==> src/hdl/i2cbm_pkg.sv <==
`timescale 1ns / 1ps
// ----------------------------------------------------------------------------
// i2cbm_pkg
// Shared types, constants and helper functions of the I2C bit-level sequencer.
// ----------------------------------------------------------------------------
package i2cbm_pkg;

    // Default parameter values
    localparam int UNIT_COUNTER_WIDTH_DEF = 16;
    localparam int QUEUE_DEPTH_DEF        = 4;

    // Stream payload widths (fields packed from bit 0, padded to bytes)
    localparam int IN_DATA_W  = 16;
    localparam int OUT_DATA_W = 16;

    // Configuration registers
    localparam int              CFG_DATA_W      = 16;
    localparam logic            CFG_UNIT_TICKS  = 1'b0;
    localparam logic            CFG_ACK_LIMIT   = 1'b1;
    localparam logic [15:0]     UNIT_TICKS_RST  = 16'd50;
    localparam logic [7:0]      ACK_LIMIT_RST   = 8'd10;

    // Command opcodes
    localparam logic [2:0] OP_START = 3'd0;
    localparam logic [2:0] OP_STOP  = 3'd1;
    localparam logic [2:0] OP_WRITE = 3'd2;
    localparam logic [2:0] OP_READ  = 3'd3;
    localparam logic [2:0] OP_ACK   = 3'd4;

    typedef enum logic [2:0] {
        PH_IDLE,
        PH_START,
        PH_STOP,
        PH_WRITE,
        PH_READ,
        PH_ACK
    } t_phase;

    // Step numbers with a special meaning
    localparam logic [5:0] ACK_SCL_HIGH_STEP  = 6'd4;
    localparam logic [5:0] ACK_POLL_STEP      = 6'd5;
    localparam logic [5:0] ACK_RELEASE_STEP   = 6'd6;
    localparam logic [5:0] WRITE_BITS_END     = 6'd40;
    localparam logic [5:0] WRITE_SDA_FREE     = 6'd41;
    localparam logic [5:0] READ_LAST_BIT_STEP = 6'd17;

    // Slots inside one five-unit write bit
    localparam logic [2:0] SLOT_SCL_LOW  = 3'd0;
    localparam logic [2:0] SLOT_DATA     = 3'd1;
    localparam logic [2:0] SLOT_SCL_HIGH = 3'd4;

    // Classified command passed from front to back
    typedef struct packed {
        logic       start_ok;   // valid command with a legal opcode
        t_phase     phase;      // sequence it starts
        logic [7:0] tx_byte;
        logic       sda_in;
    } t_cmd;

    // Pin levels and shift register touched when a step begins
    typedef struct packed {
        logic       scl;
        logic       sda;
        logic [7:0] shift;
    } t_pins;

    function automatic logic [5:0] seq_length(input t_phase p);
        case (p)
            PH_START: return 6'd3;
            PH_STOP:  return 6'd3;
            PH_WRITE: return 6'd42;
            PH_READ:  return 6'd19;
            PH_ACK:   return 6'd11;
            default:  return 6'd1;
        endcase
    endfunction

    // Position within a write bit (step mod 5), valid for steps below 40
    function automatic logic [2:0] write_slot(input logic [5:0] s);
        logic [5:0] r;
        r = s;
        if (r >= 6'd20) r = r - 6'd20;
        if (r >= 6'd10) r = r - 6'd10;
        if (r >= 6'd5)  r = r - 6'd5;
        return r[2:0];
    endfunction

endpackage

==> src/hdl/i2cbm_front.sv <==
`timescale 1ns / 1ps
// ----------------------------------------------------------------------------
// i2cbm_front
// Input stage: takes one item per cycle unless its output is stalled, decodes the opcode, registers it.
// ----------------------------------------------------------------------------
module i2cbm_front (
    input  logic                           i_clk,
    input  logic                           i_rst_n,
    input  logic                           i_valid,
    output logic                           o_ready,
    input  logic [i2cbm_pkg::IN_DATA_W-1:0] i_data,
    output logic                           o_valid,
    input  logic                           i_ready,
    output i2cbm_pkg::t_cmd                o_cmd
);

    logic            r_valid;
    logic            n_valid;
    i2cbm_pkg::t_cmd r_cmd;
    i2cbm_pkg::t_cmd n_cmd;
    logic [2:0]      w_op;

    assign w_op    = i_data[3:1];
    assign o_ready = !r_valid || i_ready;

    always_comb begin
        n_cmd.tx_byte  = i_data[11:4];
        n_cmd.sda_in   = i_data[12];
        n_cmd.start_ok = i_data[0];
        case (w_op)
            i2cbm_pkg::OP_START: n_cmd.phase = i2cbm_pkg::PH_START;
            i2cbm_pkg::OP_STOP:  n_cmd.phase = i2cbm_pkg::PH_STOP;
            i2cbm_pkg::OP_WRITE: n_cmd.phase = i2cbm_pkg::PH_WRITE;
            i2cbm_pkg::OP_READ:  n_cmd.phase = i2cbm_pkg::PH_READ;
            i2cbm_pkg::OP_ACK:   n_cmd.phase = i2cbm_pkg::PH_ACK;
            default: begin
                // undefined opcodes start no sequence: start_ok is cleared
                n_cmd.phase    = i2cbm_pkg::PH_IDLE;
                n_cmd.start_ok = 1'b0;
            end
        endcase
    end

    always_comb begin
        n_valid = r_valid;
        if (o_ready) begin
            n_valid = i_valid;
        end
    end

    always_ff @(posedge i_clk) begin
        if (!i_rst_n) begin
            r_valid <= 1'b0;
        end else begin
            r_valid <= n_valid;
        end
    end

    always_ff @(posedge i_clk) begin
        if (i_valid && o_ready) begin
            r_cmd <= n_cmd;
        end
    end

    assign o_valid = r_valid;
    assign o_cmd   = r_cmd;

endmodule

==> src/hdl/i2cbm_queue.sv <==
`timescale 1ns / 1ps
// ----------------------------------------------------------------------------
// i2cbm_queue
// Small FIFO of decoded commands between front and back.
// ----------------------------------------------------------------------------
module i2cbm_queue #(
    parameter int DEPTH = i2cbm_pkg::QUEUE_DEPTH_DEF
) (
    input  logic            i_clk,
    input  logic            i_rst_n,
    input  logic            i_push_valid,
    output logic            o_push_ready,
    input  i2cbm_pkg::t_cmd i_push_cmd,
    output logic            o_pop_valid,
    input  logic            i_pop_ready,
    output i2cbm_pkg::t_cmd o_pop_cmd
);

    localparam int AW = (DEPTH > 1) ? $clog2(DEPTH) : 1;
    localparam int CW = $clog2(DEPTH + 1);
    localparam logic [AW-1:0] LAST_IDX = AW'(DEPTH - 1);
    localparam logic [CW-1:0] FULL_CNT = CW'(DEPTH);

    i2cbm_pkg::t_cmd r_mem [DEPTH];
    logic [AW-1:0]   r_wr_ptr;
    logic [AW-1:0]   n_wr_ptr;
    logic [AW-1:0]   r_rd_ptr;
    logic [AW-1:0]   n_rd_ptr;
    logic [CW-1:0]   r_count;
    logic [CW-1:0]   n_count;
    logic            w_push;
    logic            w_pop;

    assign o_push_ready = (r_count != FULL_CNT);
    assign o_pop_valid  = (r_count != '0);
    assign w_push       = i_push_valid && o_push_ready;
    assign w_pop        = o_pop_valid && i_pop_ready;
    assign o_pop_cmd    = r_mem[r_rd_ptr];

    always_comb begin
        n_wr_ptr = r_wr_ptr;
        n_rd_ptr = r_rd_ptr;
        n_count  = r_count;
        if (w_push) begin
            n_wr_ptr = (r_wr_ptr == LAST_IDX) ? '0 : r_wr_ptr + AW'(1);
        end
        if (w_pop) begin
            n_rd_ptr = (r_rd_ptr == LAST_IDX) ? '0 : r_rd_ptr + AW'(1);
        end
        if (w_push && !w_pop) begin
            n_count = r_count + CW'(1);
        end else if (w_pop && !w_push) begin
            n_count = r_count - CW'(1);
        end
    end

    always_ff @(posedge i_clk) begin
        if (!i_rst_n) begin
            r_wr_ptr <= '0;
            r_rd_ptr <= '0;
            r_count  <= '0;
        end else begin
            r_wr_ptr <= n_wr_ptr;
            r_rd_ptr <= n_rd_ptr;
            r_count  <= n_count;
        end
    end

    always_ff @(posedge i_clk) begin
        if (w_push) begin
            r_mem[r_wr_ptr] <= i_push_cmd;
        end
    end

endmodule

==> src/hdl/i2cbm_back.sv <==
`timescale 1ns / 1ps
// ----------------------------------------------------------------------------
// i2cbm_back
// Pin sequencer: advances the bus state one tick per command item and
// registers the result for the output channel.
// ----------------------------------------------------------------------------
module i2cbm_back #(
    parameter int UNIT_COUNTER_WIDTH = i2cbm_pkg::UNIT_COUNTER_WIDTH_DEF
) (
    input  logic                             i_clk,
    input  logic                             i_rst_n,
    input  logic                             i_valid,
    output logic                             o_ready,
    input  i2cbm_pkg::t_cmd                  i_cmd,
    input  logic [15:0]                      i_unit_ticks,
    input  logic [7:0]                       i_ack_poll_limit,
    output logic                             o_valid,
    input  logic                             i_ready,
    output logic [i2cbm_pkg::OUT_DATA_W-1:0] o_data
);

    localparam int UW = UNIT_COUNTER_WIDTH;
    localparam logic [32:0] CMAX = (33'd1 << UW) - 33'd1;

    i2cbm_pkg::t_phase r_phase;
    i2cbm_pkg::t_phase n_phase;
    logic [UW-1:0]     r_uc;
    logic [UW-1:0]     n_uc;
    logic [5:0]        r_step;
    logic [5:0]        n_step;
    logic [7:0]        r_poll;
    logic [7:0]        n_poll;
    i2cbm_pkg::t_pins  r_pins;
    i2cbm_pkg::t_pins  n_pins;
    logic [7:0]        r_rx;
    logic [7:0]        n_rx;
    logic              r_timeout;
    logic              n_timeout;
    logic              r_out_valid;
    logic              n_out_valid;
    logic [i2cbm_pkg::OUT_DATA_W-1:0] r_out;
    logic [i2cbm_pkg::OUT_DATA_W-1:0] n_out;

    logic              w_take;
    logic              w_idle;
    logic [UW-1:0]     w_eff;
    logic [UW-1:0]     w_uc_inc;
    logic              w_unit_done;
    logic [5:0]        w_step_inc;
    logic              w_seq_end;
    logic              w_ack_wait;
    logic [7:0]        w_poll_inc;
    logic              w_poll_hit;
    logic              w_cmd_end;
    logic              w_done;

    function automatic i2cbm_pkg::t_pins enter_step(
        input i2cbm_pkg::t_phase p,
        input logic [5:0]        s,
        input i2cbm_pkg::t_pins  cur,
        input logic              sda_in
    );
        i2cbm_pkg::t_pins nx;
        logic [2:0]       slot;
        nx   = cur;
        slot = i2cbm_pkg::write_slot(s);
        case (p)
            i2cbm_pkg::PH_START: begin
                if (s == 6'd0)      nx.sda = 1'b1;
                else if (s == 6'd1) nx.scl = 1'b1;
                else if (s == 6'd2) nx.sda = 1'b0;
            end
            i2cbm_pkg::PH_STOP: begin
                if (s == 6'd0)      nx.sda = 1'b0;
                else if (s == 6'd1) nx.scl = 1'b1;
                else if (s == 6'd2) nx.sda = 1'b1;
            end
            i2cbm_pkg::PH_WRITE: begin
                if (s < i2cbm_pkg::WRITE_BITS_END) begin
                    case (slot)
                        i2cbm_pkg::SLOT_SCL_LOW:  nx.scl = 1'b0;
                        i2cbm_pkg::SLOT_DATA: begin
                            nx.sda   = cur.shift[7];
                            nx.shift = {cur.shift[6:0], 1'b0};
                        end
                        i2cbm_pkg::SLOT_SCL_HIGH: nx.scl = 1'b1;
                        default: ;
                    endcase
                end else if (s == i2cbm_pkg::WRITE_BITS_END) begin
                    nx.scl = 1'b0;
                end else if (s == i2cbm_pkg::WRITE_SDA_FREE) begin
                    nx.sda = 1'b1;
                end
            end
            i2cbm_pkg::PH_READ: begin
                if (s == 6'd0) begin
                    nx.scl = 1'b0;
                end else if (s == 6'd1) begin
                    nx.sda = 1'b1;
                end else if (s <= i2cbm_pkg::READ_LAST_BIT_STEP) begin
                    if (!s[0]) begin
                        nx.scl = 1'b1;
                    end else begin
                        nx.shift = {cur.shift[6:0], sda_in};
                        nx.scl   = 1'b0;
                    end
                end
            end
            i2cbm_pkg::PH_ACK: begin
                if (s == i2cbm_pkg::ACK_SCL_HIGH_STEP)     nx.scl = 1'b1;
                else if (s == i2cbm_pkg::ACK_RELEASE_STEP) nx.scl = 1'b0;
            end
            default: ;
        endcase
        return nx;
    endfunction

    assign o_ready = !r_out_valid || i_ready;
    assign w_take  = i_valid && o_ready;
    assign w_idle  = (r_phase == i2cbm_pkg::PH_IDLE);

    // Unit timing and step bookkeeping
    always_comb begin
        logic [32:0] ut;
        ut          = 33'(i_unit_ticks);
        if (i_unit_ticks == '0) begin
            w_eff = UW'(1);
        end else if (ut > CMAX) begin
            w_eff = CMAX[UW-1:0];
        end else begin
            w_eff = ut[UW-1:0];
        end
        w_uc_inc    = r_uc + UW'(1);
        w_unit_done = (w_uc_inc >= w_eff);
        w_step_inc  = r_step + 6'd1;
        w_seq_end   = (w_step_inc >= i2cbm_pkg::seq_length(r_phase));
        w_ack_wait  = (r_phase == i2cbm_pkg::PH_ACK) &&
                      ((r_step == i2cbm_pkg::ACK_SCL_HIGH_STEP) ||
                       (r_step == i2cbm_pkg::ACK_POLL_STEP));
        w_poll_inc  = r_poll + 8'd1;
        w_poll_hit  = (r_step == i2cbm_pkg::ACK_POLL_STEP) &&
                      (w_poll_inc == i_ack_poll_limit);
        w_cmd_end   = !w_idle && w_unit_done &&
                      (w_ack_wait ? w_poll_hit : w_seq_end);
        w_done      = w_cmd_end;
    end

    // Next phase
    always_comb begin
        n_phase = r_phase;
        if (w_take) begin
            if (w_idle) begin
                if (i_cmd.start_ok) begin
                    n_phase = i_cmd.phase;
                end
            end else if (w_cmd_end) begin
                n_phase = i2cbm_pkg::PH_IDLE;
            end
        end
    end

    // Counters, pins and captured data
    always_comb begin
        i2cbm_pkg::t_pins seed;
        n_uc      = r_uc;
        n_step    = r_step;
        n_poll    = r_poll;
        n_pins    = r_pins;
        n_rx      = r_rx;
        n_timeout = r_timeout;
        seed      = r_pins;
        if (w_take) begin
            if (w_idle) begin
                if (i_cmd.start_ok) begin
                    n_uc       = '0;
                    n_step     = '0;
                    n_poll     = '0;
                    n_timeout  = 1'b0;
                    seed.shift = (i_cmd.phase == i2cbm_pkg::PH_WRITE) ? i_cmd.tx_byte : 8'd0;
                    n_pins     = enter_step(i_cmd.phase, 6'd0, seed, i_cmd.sda_in);
                end
            end else begin
                n_uc = w_uc_inc;
                if (w_unit_done) begin
                    n_uc = '0;
                    if (w_ack_wait) begin
                        n_poll = (r_step == i2cbm_pkg::ACK_SCL_HIGH_STEP) ? 8'd0 : w_poll_inc;
                        if (w_poll_hit) begin
                            // poll limit reached: give up, SCL left high
                            n_timeout = 1'b1;
                            n_step    = '0;
                        end else if (i_cmd.sda_in && (n_poll < i_ack_poll_limit)) begin
                            n_step = i2cbm_pkg::ACK_POLL_STEP;
                        end else begin
                            n_step     = i2cbm_pkg::ACK_RELEASE_STEP;
                            n_pins.scl = 1'b0;
                        end
                    end else if (w_seq_end) begin
                        n_step = '0;
                        if (r_phase == i2cbm_pkg::PH_READ) begin
                            n_rx = r_pins.shift;
                        end
                    end else begin
                        n_step = w_step_inc;
                        n_pins = enter_step(r_phase, w_step_inc, r_pins, i_cmd.sda_in);
                    end
                end
            end
        end
    end

    // Result register
    always_comb begin
        n_out_valid = r_out_valid;
        n_out       = r_out;
        if (o_ready) begin
            n_out_valid = i_valid;
        end
        if (w_take) begin
            n_out = {3'b000, n_timeout, n_rx, w_done,
                     (n_phase != i2cbm_pkg::PH_IDLE), n_pins.sda, n_pins.scl};
        end
    end

    always_ff @(posedge i_clk) begin
        if (!i_rst_n) begin
            r_phase     <= i2cbm_pkg::PH_IDLE;
            r_uc        <= '0;
            r_step      <= '0;
            r_poll      <= '0;
            r_pins      <= '{scl: 1'b1, sda: 1'b1, shift: 8'd0};
            r_rx        <= '0;
            r_timeout   <= 1'b0;
            r_out_valid <= 1'b0;
        end else begin
            r_phase     <= n_phase;
            r_uc        <= n_uc;
            r_step      <= n_step;
            r_poll      <= n_poll;
            r_pins      <= n_pins;
            r_rx        <= n_rx;
            r_timeout   <= n_timeout;
            r_out_valid <= n_out_valid;
        end
    end

    always_ff @(posedge i_clk) begin
        r_out <= n_out;
    end

    assign o_valid = r_out_valid;
    assign o_data  = r_out;

endmodule

==> src/hdl/i2c_bitbang_master_sequencer_unit.sv <==
`timescale 1ns / 1ps
// ----------------------------------------------------------------------------
// i2c_bitbang_master_sequencer_unit
// Bit-level I2C master: one input item is one bus tick, one result per item.
// ----------------------------------------------------------------------------
//
// Channel   Dir  Handshake                Payload
// s_axis    in   i_s_axis_tvalid/o_tready tdata: cmd_valid, operation, tx_byte, sda_in
// m_axis    out  o_m_axis_tvalid/i_tready tdata: scl, sda_out, busy_res, done_res,
//                                               rx_byte, ack_timeout
// cfg       in   i_cfg_valid/o_cfg_ready  index 0 unit_ticks, 1 ack_poll_limit
//
// Cycles: one item per clock sustained unless stalled; the bus state is
//   computed combinationally from one item and registered. Items pass the
//   input register, the command queue and the result register in order.
// Reset: synchronous, active low; SCL and SDA come up released, registers
//   take their defaults (50 ticks per unit, 10 poll units).
// Stalls: the front keeps accepting until the queue and its own register are
//   full; the back advances only when its result register can be emptied.
//
module i2c_bitbang_master_sequencer_unit #(
    parameter int UNIT_COUNTER_WIDTH = i2cbm_pkg::UNIT_COUNTER_WIDTH_DEF,
    parameter int QUEUE_DEPTH        = i2cbm_pkg::QUEUE_DEPTH_DEF
) (
    input  logic                              i_clk,
    input  logic                              i_rst_n,
    // input items
    input  logic                              i_s_axis_tvalid,
    output logic                              o_s_axis_tready,
    // [0] cmd_valid, [3:1] operation, [11:4] tx_byte, [12] sda_in, [15:13] zero
    input  logic [i2cbm_pkg::IN_DATA_W-1:0]   i_s_axis_tdata,
    // result items
    output logic                              o_m_axis_tvalid,
    input  logic                              i_m_axis_tready,
    // [0] scl, [1] sda_out, [2] busy_res, [3] done_res, [11:4] rx_byte,
    // [12] ack_timeout, [15:13] zero
    output logic [i2cbm_pkg::OUT_DATA_W-1:0]  o_m_axis_tdata,
    // configuration writes
    input  logic                              i_cfg_valid,
    output logic                              o_cfg_ready,
    input  logic                              i_cfg_index,
    input  logic [i2cbm_pkg::CFG_DATA_W-1:0]  i_cfg_data
);

    logic            w_f_valid;
    logic            w_f_ready;
    i2cbm_pkg::t_cmd w_f_cmd;
    logic            w_q_valid;
    logic            w_q_ready;
    i2cbm_pkg::t_cmd w_q_cmd;

    logic [15:0]     r_unit_ticks;
    logic [7:0]      r_ack_limit;

    // Registers are always writable; writes belong where no item is in flight.
    assign o_cfg_ready = 1'b1;

    always_ff @(posedge i_clk) begin
        if (!i_rst_n) begin
            r_unit_ticks <= i2cbm_pkg::UNIT_TICKS_RST;
            r_ack_limit  <= i2cbm_pkg::ACK_LIMIT_RST;
        end else if (i_cfg_valid) begin
            case (i_cfg_index)
                i2cbm_pkg::CFG_UNIT_TICKS: r_unit_ticks <= i_cfg_data;
                i2cbm_pkg::CFG_ACK_LIMIT:  r_ack_limit  <= i_cfg_data[7:0];
                default: ;
            endcase
        end
    end

    // Front: decode and register the item
    i2cbm_front u_front (
        .i_clk   (i_clk),
        .i_rst_n (i_rst_n),
        .i_valid (i_s_axis_tvalid),
        .o_ready (o_s_axis_tready),
        .i_data  (i_s_axis_tdata),
        .o_valid (w_f_valid),
        .i_ready (w_f_ready),
        .o_cmd   (w_f_cmd)
    );

    // Decoupling queue
    i2cbm_queue #(
        .DEPTH (QUEUE_DEPTH)
    ) u_queue (
        .i_clk        (i_clk),
        .i_rst_n      (i_rst_n),
        .i_push_valid (w_f_valid),
        .o_push_ready (w_f_ready),
        .i_push_cmd   (w_f_cmd),
        .o_pop_valid  (w_q_valid),
        .i_pop_ready  (w_q_ready),
        .o_pop_cmd    (w_q_cmd)
    );

    // Back: pin sequencer and result register
    i2cbm_back #(
        .UNIT_COUNTER_WIDTH (UNIT_COUNTER_WIDTH)
    ) u_back (
        .i_clk            (i_clk),
        .i_rst_n          (i_rst_n),
        .i_valid          (w_q_valid),
        .o_ready          (w_q_ready),
        .i_cmd            (w_q_cmd),
        .i_unit_ticks     (r_unit_ticks),
        .i_ack_poll_limit (r_ack_limit),
        .o_valid          (o_m_axis_tvalid),
        .i_ready          (i_m_axis_tready),
        .o_data           (o_m_axis_tdata)
    );

endmodule

==> config.mk <==
export PLATFORM = sky130hd
export DESIGN_NAME = i2c_bitbang_master_sequencer_unit
export DESIGN_NICKNAME = d
export VERILOG_FILES = /design/src/hdl/i2cbm_pkg.sv /design/src/hdl/i2cbm_front.sv /design/src/hdl/i2cbm_queue.sv /design/src/hdl/i2cbm_back.sv /design/src/hdl/i2c_bitbang_master_sequencer_unit.sv
export SDC_FILE = /design/constraint.sdc
export NUM_CORES = 1
export LEC_CHECK = 0
export BUFFER_PORTS_ARGS = -buffer_cell sky130_fd_sc_hd__buf_2
export CAP_MARGIN = 30
export CORE_UTILIZATION = 45
export CTS_BUF_LIST = sky130_fd_sc_hd__clkbuf_8
export DETAILED_ROUTE_END_ITERATION = 10
export PLACE_DENSITY = 0.61
export SYNTH_ARGS = -nofsm -noshare
export SYNTH_HDL_FRONTEND = slang
export SYNTH_SLANG_ARGS = --single-unit
export TNS_END_PERCENT = 1
==> constraint.sdc <==
create_clock -name i_clk -period 12.1 [get_ports i_clk]
set_input_delay 2.42 -clock i_clk [delete_from_list [all_inputs] [get_ports i_clk]]
set_output_delay 2.42 -clock i_clk [all_outputs]
set_load 0.02 [all_outputs]
==> results of run 1 <==
[cell type report]
type / count / area (um^2) / area share (%)
multi-input cells: 620 / 4360 / 44.9
flip-flops and latches: 165 / 4080 / 42.1
well taps: 265 / 332 / 3.42
repair buffers: 57 / 309 / 3.19
clock buffers: 17 / 234 / 2.41
clock inverters: 15 / 190 / 1.96
inverters: 49 / 189 / 1.95
[worst max-delay path by stage]
stage,slack [ns],from,to,cells past startpoint
after floorplan,7.60,i_m_axis_tready,u_back.r_step[3],8
after global placement,6.60,i_m_axis_tready,u_back.r_pins[6],10
after detailed placement,6.60,i_m_axis_tready,u_back.r_pins[7],10
after CTS,6.65,u_back.r_step[0],u_back.r_pins[7],17
after global routing,6.18,u_back.r_step[0],u_back.r_pins[6],17
final,6.65,u_back.r_step[0],u_back.r_pins[6],17
[metal layers]
layer	GRT usage, %	up-vias	part of all wire (%)
li1	-	3265	-
met1	25.7	3077	49
met2	30.2	118	46
met3	3.13	19	3.0
met4	6.28	0	1.5
met5	0	-	0
[kinds of logic (layout without fill, tap and decap cells)]
| family | after synthesis | count (layout) |
|---|---|---|
| and+or+nand+nor | 296 | 296 |
| buffers and inverters | 94 | 138 |
| DFF | 165 | 165 |
| muxes | 26 | 26 |
| adders and majority gates | 45 | 45 |
| AOI/OAI and AO/OA | 213 | 213 |
| xor gates and xnor gates | 36 | 36 |
| other | 2 | 4 |
[flip-flops by register name (all words and copies together), names as in the netlist, named ones only]
register,flops
u_queue.r_mem,52
r_unit_ticks,16
u_back.r_uc,16
u_back.o_data,13
u_front.o_cmd,13
u_back.r_pins,10
r_ack_limit,8
u_back.r_poll,8
u_back.r_rx,8
u_back.r_step,6
u_back.r_phase,3
u_queue.r_count,3
u_queue.r_rd_ptr,2
u_queue.r_wr_ptr,2
u_back.o_valid,1
u_back.r_timeout,1
u_front.o_valid,1
[tightest hold or removal path, delay by kind of cell (launching register included)]
family,cells,cell delay (ns)
simple gates,1,0.05
flops,1,0.32
compound gates,1,0.05
[stage by stage]
stage | std cells | cell area (um^2) | setup slack, ns
detailed placement | 1155 | 9260 | 6.60
global route | 1188 | 9690 | 6.18
floorplan | 879 | 8900 | 7.60
CTS | 1187 | 9690 | 6.65
finish | 1188 | 9690 | 6.65
global placement | 1154 | 9250 | 6.60
[cell usage in the layout, fill, tap and decap left out, types with 13 or more instances in the layout]
cell	instances
nand2_1	91
dfxtp_1	87
edfxtp_1	78
a21oi_1	73
nor2_1	65
buf_2	49
inv_1	46
ha_1	43
o21ai_0	33
and2_1	24
nand3_1	20
xnor2_1	20
nor3_1	19
a22oi_1	18
clkbuf_8	17
xor2_1	15
or3_1	13
[power by group]
group / switching, mW / leakage (nW) / internal [mW]
Clock: 0.228 / 0.217 / 0.195
Sequential: 0.0639 / 1.44 / 0.662
Combinational: 0.327 / 1.95 / 0.198
Total: 0.618 / 3.60 / 1.05
==> impl_metrics.json, run 1 <==
{
  "status": "completed",
  "die_h_um": 143,
  "drv_cap": 0,
  "fillers": 1851,
  "ys_warn_count": 0,
  "synth_compound_area_share_pct": 16.6,
  "finClkSkew_ns": 0.00951,
  "hold_class": "flip-flop to flip-flop",
  "rsz0062_at_grt": "false",
  "worst_r2r_path_depth": 17,
  "drc": 0,
  "clock_path_buffers": 2,
  "grt_start_max_net_pins": 37,
  "cts_resized": 0,
  "timing.critical_path.mode_cell": "ha_1",
  "min-delay-start": "r_ack_limit[5]",
  "start_util_pct": 45.8,
  "wl_um": 18000,
  "whs_ns": 0.458,
  "tns_ns": 0,
  "wire_per_inst_um": 15.2,
  "crit_type": "flip-flop to flip-flop",
  "worst_ep_arrival_time_ns": 5.78,
  "cts_buffers": 17,
  "r2r_slack_ns": 6.65,
  "crit_fanout": 18,
  "antenna_found_initial": 0,
  "via_count": 6479,
  "clkSinkCount": 165,
  "clk_latency_ns": 0.46,
  "synth-seq-cells": 165,
  "ys_seq_area_share_pct": 45.9,
  "grt_pass1_vias": 6055,
  "crit_required_ns": 12.43,
  "synth_xor_xnor_area_share_pct": 3.63,
  "synth_common_cells": "nand2_1 (91), dfxtp_1 (87), edfxtp_1 (78)",
  "postCtsSetupRepairBufs": 0,
  "hpwl_um": 12900,
  "finalPower_mw": 1.67,
  "synthFlopType": "dfxtp_1",
  "p_per_area_nw_per_um2": 173,
  "synth-simple-area-share_pct": 16.9,
  "grt_pass1_wl_um": 30200,
  "path_delay_family": "simple AND/OR/NAND/NOR gates",
  "post-route-util_pct": 50.0,
  "cts_max_level": 4,
  "io_buffer_count": 49,
  "clk_pin_slew_ns": 0.09,
  "die_w_um": 143,
  "cp-end-kind": "flip-flop",
  "holdPathStages": 2,
  "async_reset_ff_share_pct": 0,
  "drtIter0Drc": 288,
  "fmax_mhz": 183,
  "synth_edf_count": 78,
  "via_per_inst": 5.45,
  "synth_top_area_cell": "edfxtp_1",
  "row_count": 51,
  "finalCritPeriodShare_pct": 45.1,
  "tightest_slew_ns": 1.00,
  "whs_endpoint": "r_ack_limit[5]",
  "cts_tree": "done",
  "leakage_nw": 3.60,
  "synthAdderAreaFrac_pct": 6.39,
  "cp_cell_sequence": "buf_4 > ha_1 > xor2_2 > inv_2 > ha_1 > nand2b_1 > o32ai_1 > or2_2 > nor3_1 > a22oi_1 > a31o_2 > ha_1 > nor3_1 > mux2i_4 > a311oi_4 > and2_1 > a311oi_2",
  "cp-start-kind": "flip-flop",
  "area_delta_synth_final_pct": 9.03,
  "place_congestion": 0.880,
  "grt_overflow": 0,
  "core_area_um2": 19400,
  "ant_nets": 0,
  "r2r_end": "u_back.r_pins[6]",
  "crit_path_max_incr_delay_ns": 0.61,
  "n_antenna_cell": 0,
  "maxSlewHeadroom_pct": 33.0,
  "synth_cell_types": 90,
  "die_area_um2": 20300,
  "synth_top_family_by_area": "simple AND/OR/NAND/NOR gates",
  "layout.nets": 992,
  "slew_viol_final": 0,
  "drt_pre_antenna_iters": 5,
  "drive_above_1_share_pct": 15.9,
  "syn_area_per_cell_um2": 10.1,
  "r2r_start": "u_back.r_step[0]",
  "path_buf_inv": 2,
  "num_io_pins": 57,
  "ys_top_cells_by_area": "edfxtp_1 (26%), dfxtp_1 (20%), ha_1 (6.1%), a21oi_1 (4.1%), nand2_1 (3.8%)",
  "yosys-mux-area-fraction_pct": 5.29,
  "cts_root_buf": "clkbuf_8",
  "netlist_area_um2": 8890,
  "synth.top_cell.area_share_pct": 26.3,
  "grtUsageTotal_pct": 18.8,
  "critPathSlowestCell": "ha_1",
  "setup_viol": 0,
  "finalHoldViolCount": 0,
  "synth.most_common_cell": "nand2_1",
  "ctsHoldBuffers": 0,
  "vdd_drop_max_mv": 0.109,
  "synth_cells": 877,
  "period_needed_ns": 5.45
}
Note: power is estimated with default switching activity, not from simulation.
==> run 2: changes to the inputs <==
==> constraint.sdc (replaced) <==
create_clock -name i_clk -period 5.2 [get_ports i_clk]
set_input_delay 1.04 -clock i_clk [delete_from_list [all_inputs] [get_ports i_clk]]
set_output_delay 1.04 -clock i_clk [all_outputs]
set_load 0.02 [all_outputs]
==> impl_metrics.json, run 2 (same netlist as run 1, synthesis figures left out) <==
{
  "drc": 0,
  "cp-start-kind": "flip-flop",
  "cts_buffers": 17,
  "ctsHoldBuffers": 0,
  "cts_max_level": 4,
  "crit_fanout": 9,
  "period_needed_ns": 4.76,
  "n_antenna_cell": 0,
  "holdPathStages": 2,
  "tns_ns": 0,
  "largest_register_ffs": 52,
  "tightest_slew_ns": 0.806,
  "area_delta_synth_final_pct": 9.48,
  "stdcell_count": 1196,
  "final_cell_mix": "nand2_1 (91), dfxtp_1 (87), edfxtp_1 (78)",
  "final_common_cell": "nand2_1",
  "finalHoldViolCount": 0,
  "dr_wl_met2_um": 8460,
  "worst_r2r_path_depth": 15,
  "cp-end-kind": "flip-flop",
  "top_register": "u_queue.r_mem",
  "core_area_um2": 19400,
  "clk_latency_ns": 0.46,
  "post-route-util_pct": 50.2,
  "maxSlewHeadroom_pct": 46.2,
  "antenna_found_initial": 0,
  "crit_type": "flip-flop to flip-flop",
  "grt_pass1_wl_um": 30300,
  "via_per_inst": 5.41,
  "row_count": 51,
  "via_count": 6465,
  "cts_tree": "done",
  "highest_layer": "met4",
  "top_regs": "u_queue.r_mem (52), r_unit_ticks (16), u_back.r_uc (16)",
  "start_util_pct": 45.8,
  "worst_ep_arrival_time_ns": 5.09,
  "num_io_pins": 57,
  "finalCritPeriodShare_pct": 91.6,
  "setup_viol": 0,
  "fmax_mhz": 210,
  "clk_pin_slew_ns": 0.10,
  "p_per_area_nw_per_um2": 397,
  "die_area_um2": 20300,
  "ant_nets": 0,
  "clkSinkCount": 165,
  "grt_pass1_vias": 6055,
  "rsz0062_at_grt": "false",
  "r2r_slack_ns": 0.44,
  "wl_um": 18200,
  "met1_length_um": 8990,
  "drive_above_1_share_pct": 16.8,
  "grtUsageTotal_pct": 18.9,
  "placed_cells": 1164,
  "die_h_um": 143,
  "cts_resized": 0,
  "io_buffer_count": 49,
  "slew_viol_final": 0,
  "cts_root_buf": "clkbuf_8",
  "postCtsSetupRepairBufs": 0,
  "wire_per_inst_um": 15.2,
  "layout.nets": 1000,
  "finClkSkew_ns": 0.0122,
  "status": "completed",
  "wl_met3_um": 523,
  "grt_start_max_net_pins": 37,
  "leakage_nw": 3.63,
  "hold_class": "flip-flop to flip-flop",
  "die_w_um": 143,
  "drt_pre_antenna_iters": 5,
  "vdd_drop_max_mv": 0.267,
  "hpwl_um": 13000,
  "drtIter0Drc": 295,
  "place_congestion": 0.890,
  "clock_path_buffers": 2,
  "grt_overflow": 0,
  "crit_required_ns": 5.52,
  "drv_cap": 0,
  "finalPower_mw": 3.86
}
[run 2: critical path, stage by stage, from the launching register on]
cell and delay [ns]:
dfxtp_1 0.51, ha_1 0.29, xor2_2 0.25, inv_2 0.14, ha_1 0.30, a211oi_1 0.44
nor2_1 0.15, a21oi_1 0.39, a22oi_1 0.15, a31o_2 0.32, ha_1 0.31, nor3_1 0.34
mux2i_4 0.16, a311oi_4 0.24, and2_1 0.45, a311oi_2 0.16
[run 2: final timing paths]
kind,startpoint,end
setup / recovery,u_back.r_step[1],u_back.r_pins[6]
setup reg to reg,u_back.r_step[1],u_back.r_pins[6]
hold reg to reg,r_ack_limit[2],r_ack_limit[2]
hold / removal,r_ack_limit[2],r_ack_limit[2]
[run 2: power by group]
group / switching, mW / internal (mW) / leakage [nW]
combinational: 0.760 / 0.482 / 1.99
clock: 0.562 / 0.367 / 0.206
sequential: 0.151 / 1.54 / 1.44
total: 1.47 / 2.39 / 3.63
[run 2: routing by layer]
layer,up-vias,GRT usage [%]
met5,-,0
li1,3284,-
met2,94,30.2
met4,0,5.09
met1,3071,26.2
met3,16,3.57
[run 2: area by class of cell]
cell class                      count  area, um^2
Sequential cell                   165        4080
Fill cell                        1841        9660
Inverter                           49         189
Multi-Input combinational cell    620        4360
Timing Repair Buffer               65         369
Tap cell                          265         332
Clock inverter                     15         170
Clock buffer                       17         234
[run 2: through the flow]
stage	hold WS (ns)	area [um^2]	setup slack, ns
floorplan	0.436	8900	0.911
global placement	0.447	9320	0.538
detailed placement	0.448	9330	0.457
CTS	0.470	9730	0.460
global route	0.497	9730	0.107
finish	0.465	9730	0.438
==> run 3: changes to the inputs <==
--- a/config.mk
+++ b/config.mk
@@ -7,10 +7,12 @@
 export LEC_CHECK = 0
 export BUFFER_PORTS_ARGS = -buffer_cell sky130_fd_sc_hd__buf_2
 export CAP_MARGIN = 30
+export CELL_PAD_IN_SITES_DETAIL_PLACEMENT = 0
+export CELL_PAD_IN_SITES_GLOBAL_PLACEMENT = 1
 export CORE_UTILIZATION = 45
 export CTS_BUF_LIST = sky130_fd_sc_hd__clkbuf_8
 export DETAILED_ROUTE_END_ITERATION = 10
-export PLACE_DENSITY = 0.61
+export PLACE_DENSITY = 0.74
 export SYNTH_ARGS = -nofsm -noshare
 export SYNTH_HDL_FRONTEND = slang
 export SYNTH_SLANG_ARGS = --single-unit
==> impl_metrics.json, run 3 (same netlist as run 1, synthesis figures left out) <==
{
  "combinationalPowerShare_pct": 32.2,
  "hold_class": "flip-flop to flip-flop",
  "period_needed_ns": 4.72,
  "dpl_worst_slack_ns": 0.522,
  "core_area_um2": 19400,
  "cts_resized": 0,
  "swShare_pct": 39.0,
  "crit_required_ns": 5.58,
  "area_delta_synth_final_pct": 10.1,
  "clk_latency_ns": 0.47,
  "row_count": 51,
  "die_h_um": 143,
  "largest_register_ffs": 52,
  "clk_pin_slew_ns": 0.11,
  "setup_ws_ns": 0.478,
  "rsz0062_at_grt": "false",
  "postCtsSetupRepairBufs": 0,
  "p_sw_mw": 1.55,
  "num_io_pins": 57,
  "grt_pass1_vias": 6273,
  "maxSlewHeadroom_pct": 46.7,
  "critPathSlowestCell": "a2111oi_0",
  "slew_viol_final": 0,
  "drtIter0Drc": 400,
  "n_antenna_cell": 0,
  "finalCritPeriodShare_pct": 90.8,
  "cp-end-kind": "flip-flop",
  "cts_root_buf": "clkbuf_8",
  "antenna_found_initial": 0,
  "tns_ns": 0,
  "layout.nets": 1003,
  "io_buffer_count": 49,
  "crit_type": "flip-flop to flip-flop",
  "cp_cell_sequence": "ha_1 > nand3_1 > nor2_1 > and3_1 > and3_1 > nand3_1 > xnor2_1 > ha_1 > and4_1 > a2111oi_0 > o311ai_0 > a31oi_1 > or2_2 > a21o_1 > a311oi_4 > and2_1 > a311oi_2",
  "leakage_nw": 3.66,
  "cts_max_level": 4,
  "grt_start_max_net_pins": 38,
  "fmax_mhz": 212,
  "final_cell_mix": "nand2_1 (91), dfxtp_1 (87), edfxtp_1 (78)",
  "drc": 0,
  "path_delay_family": "simple AND/OR/NAND/NOR gates",
  "p_per_area_nw_per_um2": 405,
  "drv_cap": 0,
  "ctsHoldBuffers": 0,
  "clockPowerShare_pct": 25.1,
  "top_register": "u_queue.r_mem",
  "wl_um": 18900,
  "cts_tree": "done",
  "cts_buffers": 17,
  "clock_path_buffers": 2,
  "setup_viol": 0,
  "internal-power_mw": 2.42,
  "grtUsageTotal_pct": 19.7,
  "post-route-util_pct": 50.5,
  "grt_overflow": 0,
  "path_buf_inv": 0,
  "tightest_slew_ns": 0.799,
  "crit_path_max_incr_delay_ns": 0.46,
  "clkSinkCount": 165,
  "status": "completed",
  "via_count": 6548,
  "p_seq_share_pct": 42.6,
  "whs_ns": 0.461,
  "placed_cells": 1167,
  "via_per_inst": 5.46,
  "top_regs": "u_queue.r_mem (52), r_unit_ticks (16), u_back.r_uc (16)",
  "die_w_um": 143,
  "worst_ep_arrival_time_ns": 5.10,
  "place_congestion": 0.838,
  "drive_above_1_share_pct": 17.0,
  "finalHoldViolCount": 0,
  "hpwl_um": 13500,
  "die_area_um2": 20300,
  "stdcell_count": 1199,
  "wire_per_inst_um": 15.8,
  "final_common_cell": "nand2_1",
  "drt_pre_antenna_iters": 5,
  "finClkSkew_ns": 0.0198,
  "cp-start-kind": "flip-flop",
  "start_util_pct": 45.8,
  "vdd_drop_max_mv": 0.271,
  "crit_fanout": 11,
  "ant_nets": 0,
  "grt_pass1_wl_um": 31400
}
[run 3: changes by cell type in the layout (fill, tap and decap cells not counted), sizes merged]
cell    change
buf         +3
clkinv      -1
inv         +1
[run 3: power groups by stage]
stage / logic, mW / clock network [mW] / registers [mW]
after CTS: 1.28 / 1.03 / 1.69
final: 1.28 / 0.996 / 1.69
after global routing: 1.41 / 1.08 / 1.72
after global placement: 1.27 / 0 / 1.72
after floorplan: 0.885 / 0 / 1.71
after detailed placement: 1.27 / 0 / 1.72
[run 3: cell type report]
| cell class | count | area (um^2) |
|---|---|---|
| fillers | 1894 | 9610 |
| multi-input cells | 620 | 4360 |
| flip-flops and latches | 165 | 4080 |
| repair buffers | 68 | 388 |
| well taps | 265 | 332 |
| clock buffers | 17 | 234 |
| clock inverters | 15 | 204 |
| inverters | 49 | 189 |
[run 3: stage by stage]
stage,instance area (um^2),power [mW]
2_1_floorplan,8900,2.60
3_3_place_gp,9340,2.98
3_5_place_dp,9350,2.99
4_1_cts,9790,4.00
5_1_grt,9790,4.21
6_report,9790,3.96
[run 3: per-layer routing]
| layer | up-vias | global-route usage [%] | wire length (um) | part of all wire, % |
|---|---|---|---|---|
| met5 | - | 0 | 0 | 0 |
| met4 | 0 | 6.85 | 335 | 1.8 |
| met3 | 28 | 3.10 | 541 | 2.9 |
| met2 | 125 | 31.7 | 8750 | 46 |
| met1 | 3111 | 27.0 | 9290 | 49 |
| li1 | 3284 | - | - | - |
[run 3: worst register-to-register path: cells and delay by family (launching register included)]
family                   cells  cell delay, ns
AO/OA/AOI/OAI                6            1.74
XOR/XNOR                     1            0.21
adder cells (fa/ha/maj)      2            0.48
flip-flops                   1            0.44
AND/OR/NAND/NOR              8            1.78
[run 3: path summary, 6_finish.rpt]
| path | start | endpoint | slack [ns] | cells past startpoint |
|---|---|---|---|---|
| max | u_back.r_uc[0] | u_back.r_pins[7] | 0.48 | 17 |
| min | r_ack_limit[5] | r_ack_limit[5] | 0.46 | 2 |
| max reg2reg | u_back.r_uc[0] | u_back.r_pins[7] | 0.48 | 17 |
| min reg2reg | r_ack_limit[5] | r_ack_limit[5] | 0.46 | 2 |
